--- src/rtl/core/evm_pkg.sv ---
package evm_pkg;

    typedef struct packed {
        logic [1:0]  kind;
        logic [11:0] address;
        logic [7:0]  data;
        logic [15:0] keys_down;
        logic [7:0]  random_byte;
    } t_in_item;

    typedef struct packed {
        logic [7:0]  read_data;
        logic [11:0] prog_counter_out;
        logic        draw_flag;
        logic        sound_on;
        logic        waiting_key;
        logic        bad_opcode;
    } t_out_item;

    localparam logic [1:0] KIND_MEM_WR = 2'd0;
    localparam logic [1:0] KIND_EXEC   = 2'd1;
    localparam logic [1:0] KIND_PIX_RD = 2'd2;
    localparam logic [1:0] KIND_MEM_RD = 2'd3;

    localparam logic [11:0] PC_RESET = 12'h200;

    // micro-operations issued by the controller
    localparam logic [4:0] U_NOP      = 5'd0;
    localparam logic [4:0] U_CLR      = 5'd1;
    localparam logic [4:0] U_TAKE     = 5'd2;
    localparam logic [4:0] U_MEMWR_IN = 5'd3;
    localparam logic [4:0] U_MEMRD_IN = 5'd4;
    localparam logic [4:0] U_PIXRD    = 5'd5;
    localparam logic [4:0] U_FETCH_HI = 5'd6;
    localparam logic [4:0] U_FETCH_LO = 5'd7;
    localparam logic [4:0] U_RD_X     = 5'd8;
    localparam logic [4:0] U_RD_Y     = 5'd9;
    localparam logic [4:0] U_RD_0     = 5'd10;
    localparam logic [4:0] U_EXEC     = 5'd11;
    localparam logic [4:0] U_RET      = 5'd12;
    localparam logic [4:0] U_FCLR     = 5'd13;
    localparam logic [4:0] U_WR_VF    = 5'd14;
    localparam logic [4:0] U_DMRD     = 5'd15;
    localparam logic [4:0] U_DFRD     = 5'd16;
    localparam logic [4:0] U_DFWR     = 5'd17;
    localparam logic [4:0] U_BCD0     = 5'd18;
    localparam logic [4:0] U_BCD1     = 5'd19;
    localparam logic [4:0] U_BCD2     = 5'd20;
    localparam logic [4:0] U_STRD     = 5'd21;
    localparam logic [4:0] U_STWR     = 5'd22;
    localparam logic [4:0] U_LDRD     = 5'd23;
    localparam logic [4:0] U_LDWR     = 5'd24;
    localparam logic [4:0] U_DONE     = 5'd25;

    typedef struct packed {
        logic [4:0]  uop;
        logic [11:0] cnt;
    } t_ctrl_cmd;

    typedef struct packed {
        logic [1:0]  kind;
        logic [15:0] op;
    } t_dp_status;

    // opcode groups (top nibble)
    localparam logic [3:0] OP_SYS  = 4'h0;
    localparam logic [3:0] OP_JP   = 4'h1;
    localparam logic [3:0] OP_CALL = 4'h2;
    localparam logic [3:0] OP_SE   = 4'h3;
    localparam logic [3:0] OP_SNE  = 4'h4;
    localparam logic [3:0] OP_SEV  = 4'h5;
    localparam logic [3:0] OP_LD   = 4'h6;
    localparam logic [3:0] OP_ADD  = 4'h7;
    localparam logic [3:0] OP_ALU  = 4'h8;
    localparam logic [3:0] OP_SNEV = 4'h9;
    localparam logic [3:0] OP_LDI  = 4'hA;
    localparam logic [3:0] OP_JPV  = 4'hB;
    localparam logic [3:0] OP_RND  = 4'hC;
    localparam logic [3:0] OP_DRW  = 4'hD;
    localparam logic [3:0] OP_KEY  = 4'hE;
    localparam logic [3:0] OP_MISC = 4'hF;

    localparam logic [15:0] OPC_CLS = 16'h00E0;
    localparam logic [15:0] OPC_RET = 16'h00EE;

    localparam logic [3:0] ALU_MOV = 4'h0;
    localparam logic [3:0] ALU_OR  = 4'h1;
    localparam logic [3:0] ALU_AND = 4'h2;
    localparam logic [3:0] ALU_XOR = 4'h3;
    localparam logic [3:0] ALU_ADD = 4'h4;
    localparam logic [3:0] ALU_SUB = 4'h5;
    localparam logic [3:0] ALU_SHR = 4'h6;
    localparam logic [3:0] ALU_SBN = 4'h7;
    localparam logic [3:0] ALU_SHL = 4'hE;

    localparam logic [7:0] KEY_DOWN = 8'h9E;
    localparam logic [7:0] KEY_UP   = 8'hA1;

    localparam logic [7:0] MISC_GDT  = 8'h07;
    localparam logic [7:0] MISC_WKEY = 8'h0A;
    localparam logic [7:0] MISC_SDT  = 8'h15;
    localparam logic [7:0] MISC_SST  = 8'h18;
    localparam logic [7:0] MISC_ADDI = 8'h1E;
    localparam logic [7:0] MISC_FONT = 8'h29;
    localparam logic [7:0] MISC_BCD  = 8'h33;
    localparam logic [7:0] MISC_STR  = 8'h55;
    localparam logic [7:0] MISC_LDR  = 8'h65;

    // sequencing class of an instruction after its execute step
    localparam logic [2:0] C_PLAIN = 3'd0;
    localparam logic [2:0] C_CLS   = 3'd1;
    localparam logic [2:0] C_RET   = 3'd2;
    localparam logic [2:0] C_FLAG  = 3'd3;
    localparam logic [2:0] C_DRAW  = 3'd4;
    localparam logic [2:0] C_BCD   = 3'd5;
    localparam logic [2:0] C_STORE = 3'd6;
    localparam logic [2:0] C_LOAD  = 3'd7;

    localparam int FONT_BYTES = 80;

    localparam logic [7:0] FONT [0:FONT_BYTES-1] = '{
        8'hF0, 8'h90, 8'h90, 8'h90, 8'hF0, 8'h20, 8'h60, 8'h20, 8'h20, 8'h70,
        8'hF0, 8'h10, 8'hF0, 8'h80, 8'hF0, 8'hF0, 8'h10, 8'hF0, 8'h10, 8'hF0,
        8'h90, 8'h90, 8'hF0, 8'h10, 8'h10, 8'hF0, 8'h80, 8'hF0, 8'h10, 8'hF0,
        8'hF0, 8'h80, 8'hF0, 8'h90, 8'hF0, 8'hF0, 8'h10, 8'h20, 8'h40, 8'h40,
        8'hF0, 8'h90, 8'hF0, 8'h90, 8'hF0, 8'hF0, 8'h90, 8'hF0, 8'h10, 8'hF0,
        8'hF0, 8'h90, 8'hF0, 8'h90, 8'h90, 8'hE0, 8'h90, 8'hE0, 8'h90, 8'hE0,
        8'hF0, 8'h80, 8'h80, 8'h80, 8'hF0, 8'hE0, 8'h90, 8'h90, 8'h90, 8'hE0,
        8'hF0, 8'h80, 8'hF0, 8'h80, 8'hF0, 8'hF0, 8'h80, 8'hF0, 8'h80, 8'h80
    };

    function automatic logic [7:0] f_font(input logic [11:0] a);
        logic [7:0] v;
        v = 8'h00;
        if (a < 12'(FONT_BYTES)) begin
            v = FONT[a[6:0]];
        end
        return v;
    endfunction

    function automatic logic [2:0] f_class(input logic [15:0] op);
        logic [2:0] c;
        c = C_PLAIN;
        case (op[15:12])
            OP_SYS: begin
                if (op == OPC_CLS) begin
                    c = C_CLS;
                end else if (op == OPC_RET) begin
                    c = C_RET;
                end
            end
            OP_ALU: begin
                if (op[3:0] inside {ALU_ADD, ALU_SUB, ALU_SHR, ALU_SBN, ALU_SHL}) begin
                    c = C_FLAG;
                end
            end
            OP_DRW: c = C_DRAW;
            OP_MISC: begin
                case (op[7:0])
                    MISC_ADDI: c = C_FLAG;
                    MISC_BCD:  c = C_BCD;
                    MISC_STR:  c = C_STORE;
                    MISC_LDR:  c = C_LOAD;
                    default:   c = C_PLAIN;
                endcase
            end
            default: c = C_PLAIN;
        endcase
        return c;
    endfunction

endpackage

--- src/rtl/core/evm_ctrl.sv ---
module evm_ctrl (
    input  logic                 i_clk,
    input  logic                 i_rst_n,
    input  logic                 i_in_valid,
    output logic                 o_in_ready,
    output logic                 o_out_valid,
    input  logic                 i_out_ready,
    input  evm_pkg::t_dp_status  i_status,
    output evm_pkg::t_ctrl_cmd   o_cmd
);
    import evm_pkg::*;

    localparam logic [4:0] S_CLR  = 5'd0;
    localparam logic [4:0] S_IDLE = 5'd1;
    localparam logic [4:0] S_RD   = 5'd2;
    localparam logic [4:0] S_F1   = 5'd4;
    localparam logic [4:0] S_F2   = 5'd5;
    localparam logic [4:0] S_F3   = 5'd6;
    localparam logic [4:0] S_F4   = 5'd7;
    localparam logic [4:0] S_EX   = 5'd8;
    localparam logic [4:0] S_RET  = 5'd9;
    localparam logic [4:0] S_FCLR = 5'd10;
    localparam logic [4:0] S_VF   = 5'd11;
    localparam logic [4:0] S_D0   = 5'd12;
    localparam logic [4:0] S_D1   = 5'd13;
    localparam logic [4:0] S_D2   = 5'd14;
    localparam logic [4:0] S_B0   = 5'd15;
    localparam logic [4:0] S_B1   = 5'd16;
    localparam logic [4:0] S_B2   = 5'd17;
    localparam logic [4:0] S_S0   = 5'd18;
    localparam logic [4:0] S_S1   = 5'd19;
    localparam logic [4:0] S_L0   = 5'd20;
    localparam logic [4:0] S_L1   = 5'd21;
    localparam logic [4:0] S_FIN  = 5'd22;

    logic [4:0]  r_state, n_state;
    logic [11:0] r_cnt, n_cnt;
    logic        r_ovalid, n_ovalid;
    logic [4:0]  uop;
    logic [3:0]  op_x, op_n;
    logic        slot_free;

    assign op_x = i_status.op[11:8];
    assign op_n = i_status.op[3:0];
    assign slot_free = !r_ovalid || i_out_ready;

    assign o_in_ready  = (r_state == S_IDLE);
    assign o_out_valid = r_ovalid;
    assign o_cmd.uop   = uop;
    assign o_cmd.cnt   = r_cnt;

    always_comb begin
        n_state  = r_state;
        n_cnt    = r_cnt;
        n_ovalid = r_ovalid && !i_out_ready;
        uop      = U_NOP;
        case (r_state)
            S_CLR: begin
                uop = U_CLR;
                n_cnt = r_cnt + 12'd1;
                if (r_cnt == 12'hFFF) begin
                    n_state = S_IDLE;
                end
            end
            S_IDLE: begin
                if (i_in_valid) begin
                    uop = U_TAKE;
                    n_state = S_RD;
                end
            end
            S_RD: begin
                case (i_status.kind)
                    KIND_MEM_WR: begin
                        uop = U_MEMWR_IN;
                        n_state = S_FIN;
                    end
                    KIND_PIX_RD: begin
                        uop = U_PIXRD;
                        n_state = S_FIN;
                    end
                    KIND_MEM_RD: begin
                        uop = U_MEMRD_IN;
                        n_state = S_FIN;
                    end
                    default: begin
                        uop = U_FETCH_HI;
                        n_state = S_F1;
                    end
                endcase
            end
            S_F1: begin
                uop = U_FETCH_LO;
                n_state = S_F2;
            end
            S_F2: begin
                uop = U_RD_X;
                n_state = S_F3;
            end
            S_F3: begin
                uop = U_RD_Y;
                n_state = S_F4;
            end
            S_F4: begin
                uop = U_RD_0;
                n_state = S_EX;
            end
            S_EX: begin
                uop = U_EXEC;
                n_cnt = 12'd0;
                case (f_class(i_status.op))
                    C_CLS:   n_state = S_FCLR;
                    C_RET:   n_state = S_RET;
                    C_FLAG:  n_state = S_VF;
                    C_DRAW:  n_state = (op_n == 4'd0) ? S_VF : S_D0;
                    C_BCD:   n_state = S_B0;
                    C_STORE: n_state = S_S0;
                    C_LOAD:  n_state = S_L0;
                    default: n_state = S_FIN;
                endcase
            end
            S_RET: begin
                uop = U_RET;
                n_state = S_FIN;
            end
            S_FCLR: begin
                uop = U_FCLR;
                n_cnt = r_cnt + 12'd1;
                if (r_cnt[4:0] == 5'd31) begin
                    n_state = S_FIN;
                end
            end
            S_VF: begin
                uop = U_WR_VF;
                n_state = S_FIN;
            end
            S_D0: begin
                uop = U_DMRD;
                n_state = S_D1;
            end
            S_D1: begin
                uop = U_DFRD;
                n_state = S_D2;
            end
            S_D2: begin
                uop = U_DFWR;
                n_cnt = r_cnt + 12'd1;
                n_state = (r_cnt[3:0] == op_n - 4'd1) ? S_VF : S_D0;
            end
            S_B0: begin
                uop = U_BCD0;
                n_state = S_B1;
            end
            S_B1: begin
                uop = U_BCD1;
                n_state = S_B2;
            end
            S_B2: begin
                uop = U_BCD2;
                n_state = S_FIN;
            end
            S_S0: begin
                uop = U_STRD;
                n_state = S_S1;
            end
            S_S1: begin
                uop = U_STWR;
                n_cnt = r_cnt + 12'd1;
                n_state = (r_cnt[3:0] == op_x) ? S_FIN : S_S0;
            end
            S_L0: begin
                uop = U_LDRD;
                n_state = S_L1;
            end
            S_L1: begin
                uop = U_LDWR;
                n_cnt = r_cnt + 12'd1;
                n_state = (r_cnt[3:0] == op_x) ? S_FIN : S_L0;
            end
            S_FIN: begin
                if (slot_free) begin
                    uop = U_DONE;
                    n_ovalid = 1'b1;
                    n_state = S_IDLE;
                end
            end
            default: begin
                n_state = S_IDLE;
            end
        endcase
    end

    always_ff @(posedge i_clk) begin
        if (!i_rst_n) begin
            r_state  <= S_CLR;
            r_cnt    <= 12'd0;
            r_ovalid <= 1'b0;
        end else begin
            r_state  <= n_state;
            r_cnt    <= n_cnt;
            r_ovalid <= n_ovalid;
        end
    end

endmodule

--- config.mk ---
export PLATFORM = sky130hd
export DESIGN_NAME = evm_ctrl
export DESIGN_NICKNAME = d
export VERILOG_FILES = /design/src/rtl/core/evm_pkg.sv /design/src/rtl/core/evm_ctrl.sv
export SDC_FILE = /design/constraint.sdc
export NUM_CORES = 1
export LEC_CHECK = 0
export BUFFER_PORTS_ARGS = -buffer_cell sky130_fd_sc_hd__clkbuf_2
export CAP_MARGIN = 20
export CORE_ASPECT_RATIO = 1.2
export CORE_MARGIN = 2
export CORE_UTILIZATION = 41
export DETAILED_ROUTE_END_ITERATION = 8
export SETUP_SLACK_MARGIN = 0.05
export SKIP_LAST_GASP = 1
export SLEW_MARGIN = 15
export SYNTH_ARGS = -nofsm -noshare
export SYNTH_HDL_FRONTEND = slang
export SYNTH_SLANG_ARGS = --single-unit
--- constraint.sdc ---
create_clock -name i_clk -period 1.8 [get_ports i_clk]
set_input_delay 0.18 -clock i_clk [delete_from_list [all_inputs] [get_ports i_clk]]
set_output_delay 0.18 -clock i_clk [all_outputs]
set_load 0.02 [all_outputs]
Yosys cells after proc, flatten, opt, wreduce, memory -nomap -nowiden
Index checks and enable logic that the tools add are counted.
- $add $sub $neg: 2
- eq/ne operators: 52
- multiplexer cells: 24
- reduce and logical (&&, ||, !) cells: 14
- operators by type and width (cell ; count):
    $pmux 5 s22 ; 1
    $pmux 5 s20 ; 1
    $eq 5x4->1 const B ; 8
    $eq 5x5->1 const B ; 8
    $pmux 5 s7 ; 1
    $eq 16x8->1 const B ; 2
    $mux 5 ; 6
    $pmux 12 s2 ; 1
    $pmux 3 s4 ; 2
    $eq 5x3->1 const B ; 4
    $eq 4x3->1 const B ; 4
    $eq 4x4->1 const B ; 4
    $eq 8x7->1 const B ; 2
    $add 12x1->12 const B ; 1
    $eq 12x12->1 const B ; 1
    $eq 3x3->1 const B ; 4
    $mux 3 ; 4
    $mux 2 ; 5
    $pmux 3 s3 ; 1
    $eq 4x4->1 ; 2
    $eq 8x5->1 const B ; 1
    $eq 8x6->1 const B ; 1
    $logic_not 4->1 ; 2
    $ne 2x2->1 const B ; 4
    17 further kinds ; 22
- bits in registers: 18
- bits of input ports: 22

Logic depth before layout (Yosys ltp)
- word-level depth: 8
- mapped depth: 8
- depth with buffers taken out: 8

Worst setup path after synthesis
No wires, ideal clock.
- kind: reg2reg
- start point: register r_cnt[0]
- end point: register r_state[4]
- arrival time: 1846 ps
- required time: 1673 ps
- setup slack: -174 ps
- cell stages (with the launch flop): 9
- clock period less this slack: 1974 ps
- cell sequence: dfxtp_1 > ha_1 > and3_1 > ha_1 > o32a_1 > nor2_1 > a311oi_1 > o21ai_0 > a211oi_1
- longest elaborated chain between the ends: 3
- elaborated cells on any way between the ends: 5
- classes of those cells: eq/ne: 4; reduce/logical: 1
- RTL lines (element ; line ; source):
    start: declaration ; evm_ctrl.sv:37 ; logic [11:0] r_cnt, n_cnt;
    start signal: assignment ; evm_ctrl.sv:199 ; r_cnt <= n_cnt;
    $eq 12x12->1 or $eq 5x5->1 (tied branches) ; evm_ctrl.sv:61, evm_ctrl.sv:128 ;
    $ne 2x2->1 (no source line) ; - ;
    $reduce_and 4->1 (no source line) * ; - ;
    end signal: assignment ; evm_ctrl.sv:198 ; r_state <= n_state;
    end: declaration ; evm_ctrl.sv:36 ; logic [4:0] r_state, n_state;
Every way passes the cells marked *; elsewhere a longest branch is shown, timed or not.
A chain may end at the register's enable or synchronous reset.

Worst setup path in the final report
- start point: register r_state[1]
- end point: register r_cnt[7]
- longest elaborated chain between the ends: 3
- elaborated cells on any way between the ends: 9
- classes of those cells: eq/ne: 5; mux: 1; reduce/logical: 3
- RTL lines (element ; line ; source):
    $eq 5x4->1 (tied with other cells) ; evm_ctrl.sv:57 ; case (r_state)
    $reduce_or 5->1 (no source line) ; - ;
    $pmux 12 s2 or $reduce_bool 2->1 (tied branches) ; - ;
Several ways; a longest one is shown, not always the timed one.

==> flow_summary.json <==
{
  "cp_num_buf_inv": 2,
  "die_h_um": 80.60,
  "synth-edff-count": 0,
  "slew_viol_final": 0,
  "synthAdderAreaFrac": 0.03745,
  "port_buffers": 40,
  "vias": 2366,
  "outcome": "complete, but fails checks",
  "reg2reg_from": "r_state[1]",
  "reg2regPathDepth": 7,
  "dp_hpwl_um": 4534,
  "path_delay_family": "compound AO/OA/AOI/OAI gates",
  "end_kind": "flop",
  "crit_chain": "buf_12, or3_4, a21oi_4, o21ba_4, o211ai_1, buf_4, o41ai_1",
  "syn_area_um2": 2004,
  "rsz0062_at_grt": "true",
  "synth_compound_area_frac": 0.3159,
  "cts_tree": "built",
  "final_common_cell": "buf_4",
  "ff2ff_setup_slack_ns": -0.08,
  "drt_iter0_drc": 124,
  "postRouteAntennaNets": 0,
  "wl_met1_um": 2626,
  "cts.path.max_buffers": 2,
  "antennaDiodeCount": 0,
  "place_congestion": 0.8760,
  "cp.arrival_ns": 2.04,
  "first_global_vias": 2133,
  "min_period_over_period": 1.044,
  "skew_ns": 0.005783,
  "postCtsHoldBufs": 0,
  "maxCapViolations": 0,
  "grt_max_degree": 25,
  "vias_per_cell": 5.871,
  "layout.nets": 374,
  "ys_warn_count": 0,
  "whs_endpoint": "o_out_valid",
  "peakVddDrop_v": 0.0003076,
  "synthXorXnorAreaFrac": 0.05743,
  "min_from": "i_out_ready",
  "synthCells": 261,
  "root_buffer": "clkbuf_8",
  "synth_top_cell_area_share": 0.1798,
  "ys_types": 63,
  "synth_ff_type": "dfxtp_1",
  "finalCriticalPeriod_ns": 1.879,
  "cp.depth": 7,
  "setup-violations-final": 4,
  "fmaxAchievable_ghz": 0.5321,
  "clk_latency_ns": 0.25,
  "min_path_type": "in -> reg",
  "cp_slowest_stage_delay_ns": 0.35,
  "regToRegEndpoint": "r_cnt[7]",
  "cts_sinks": 18,
  "synthMuxAreaShare": 0.02060,
  "worstPathMaxFanout": 7,
  "highest_layer": "met4",
  "power_density_nw_per_um2": 299.9,
  "areaGrowthSynthToFinish_pct": 47.00,
  "num_rows": 27,
  "path_clk_slew_ns": 0.07,
  "ys_ff_latch": 18,
  "fp.coreArea_um2": 4662,
  "finalWirelength_um": 6197,
  "synth_area_leader_cell": "dfxtp_1",
  "yosys-top-cells-area": "dfxtp_1 (18%), a21oi_1 (5.5%), nand2_1 (4.7%)",
  "async_flop_share": 0,
  "failed_checks": "setup timing",
  "synth_nets": 289,
  "gr-total-overflow": 0,
  "finalPower_mw": 0.8838,
  "die-width_um": 67.83,
  "crit_type": "reg -> reg",
  "routed-wl-met2_um": 3188,
  "syn_area_per_cell_um2": 7.680,
  "p_leak_nw": 1.181,
  "wl_met3_um": 228,
  "cts_max_level": 1,
  "firstDrtPassIters": 4,
  "slowest_stage": "dfxtp_4",
  "wl_per_cell_um": 15.38,
  "start_util": 0.4300,
  "finish.utilization": 0.6320,
  "track_usage": 0.2227,
  "drc": 0,
  "slew_headroom": 0.6131,
  "drive_gt1_frac": 0.4290,
  "finalHoldViolCount": 0,
  "yosys.area_share.simple": 0.3152,
  "antenna_found_initial": 0,
  "required_ns": 1.96,
  "final_cell_mix": "buf_4 (47), clkbuf_2 (36), nand2_1 (23)",
  "synth_top_family_by_area": "compound AO/OA/AOI/OAI gates",
  "ys_seq_area_frac": 0.1798,
  "cp-start-kind": "flop",
  "grt_pass1_wl_um": 9591,
  "dieArea_um2": 5467,
  "cts-buffers-inserted": 3,
  "io_pins": 41,
  "fin_ws_ns": -0.07941,
  "holdPathStages": 3,
  "worst_pin_slew_ns": 0.5779
}
[final cells by class]
class                      instances  area [µm²]
sequential                        18       384.1
fill                             418        1715
timing repair buffer              94       705.7
inverter                           6       22.52
multi-input combinational        223        1717
clock buffer                       3       41.29
tap                               58       72.57
clock inverter                     1       3.754
[worst reg2reg max path, stage by stage (launching register included)]
cell,delay (ns)
dfxtp_4,0.35
buf_12,0.13
or3_4,0.34
a21oi_4,0.16
o21ba_4,0.16
o211ai_1,0.22
buf_4,0.23
o41ai_1,0.20
[how the worst max path moves through the flow]
stage                     start         end  slack, ns
global placement    i_status[0]  r_state[3]      -0.05
global route         r_state[1]    r_cnt[9]      -0.16
CTS                  r_state[1]    r_cnt[9]      -0.04
finish               r_state[1]    r_cnt[7]      -0.08
floorplan              r_cnt[0]  r_state[4]       0.05
detailed placement   r_state[1]    r_cnt[9]      -0.09
[state kept, by name (all words and copies together) (netlist names)]
name         flops
o_out_valid      1
r_cnt           12
r_state          5
[kinds of logic (layout without fill, tap and decap cells)]
kind of cell / after synthesis / count (layout)
AOI/OAI and AO/OA: 90 / 90
adders and majority gates: 6 / 6
DFF: 18 / 18
buffers and inverters: 20 / 104
xor gates and xnor gates: 11 / 11
muxes: 4 / 4
and+or+nand+nor: 112 / 112
[synthesized netlist by cell type (all sizes together) (2+ instances only)]
library cell and n:
o21bai 3, a211oi 6, clkbuf 11, a221oi 3
a22oi 2, nand2b 8, mux2i 3, and2 4
nand4 3, or3b 2, a31oi 2, nand3 8
o21ai 17, and4 2, nor3b 3, nor3 13
o41ai 4, nand2 25, o211ai 4, buf 3
dfxtp 18, nor2 17, nor4 3, inv 6
nand3b 5, a32o 2, o22ai 2, o2111a 2
o31ai 5, o211a 2, a21oi 22, nand4b 2
o2111ai 5, nor2b 6, ha 6, and3 7
xnor2 9
[per-layer routing]
metal / global-route usage / up-vias
li1: - / 1175
met1: 0.2720 / 1112
met4: 0.05600 / 0
met5: 0 / -
met3: 0.01961 / 14
met2: 0.4088 / 65
[power breakdown]
part | leakage (nW) | internal (mW) | total [mW] | switching [mW]
registers | 0.150 | 0.398 | 0.403 | 0.00533
logic | 1.01 | 0.0900 | 0.189 | 0.0991
clock network | 0.0231 | 0.151 | 0.291 | 0.140
total | 1.18 | 0.640 | 0.884 | 0.244
[what timing repair did]
item / 4_1_cts / 5_1_grt
setup endpoints to repair: 16 / 21
resized for setup: 24 / 43
setup buffers: 8 / 6
pin swaps: 16 / 11
gates cloned: 0 / 1
[per-stage QoR]
step                setup WS [ns]  cell area (µm²)  hold WS, ns  setup TNS (ns)  cells
CTS                      -0.03746             2714       0.3169        -0.06093    396
finish                   -0.07941             2947       0.3073         -0.1999    403
detailed placement       -0.09322             2515       0.5029         -0.5776    385
global route              -0.1616             2947       0.3421          -1.015    403
global placement         -0.04528             2515       0.4936         -0.2542    385
floorplan                 0.05076             2043       0.4321               0    261
(Power assumes the default switching activity.)
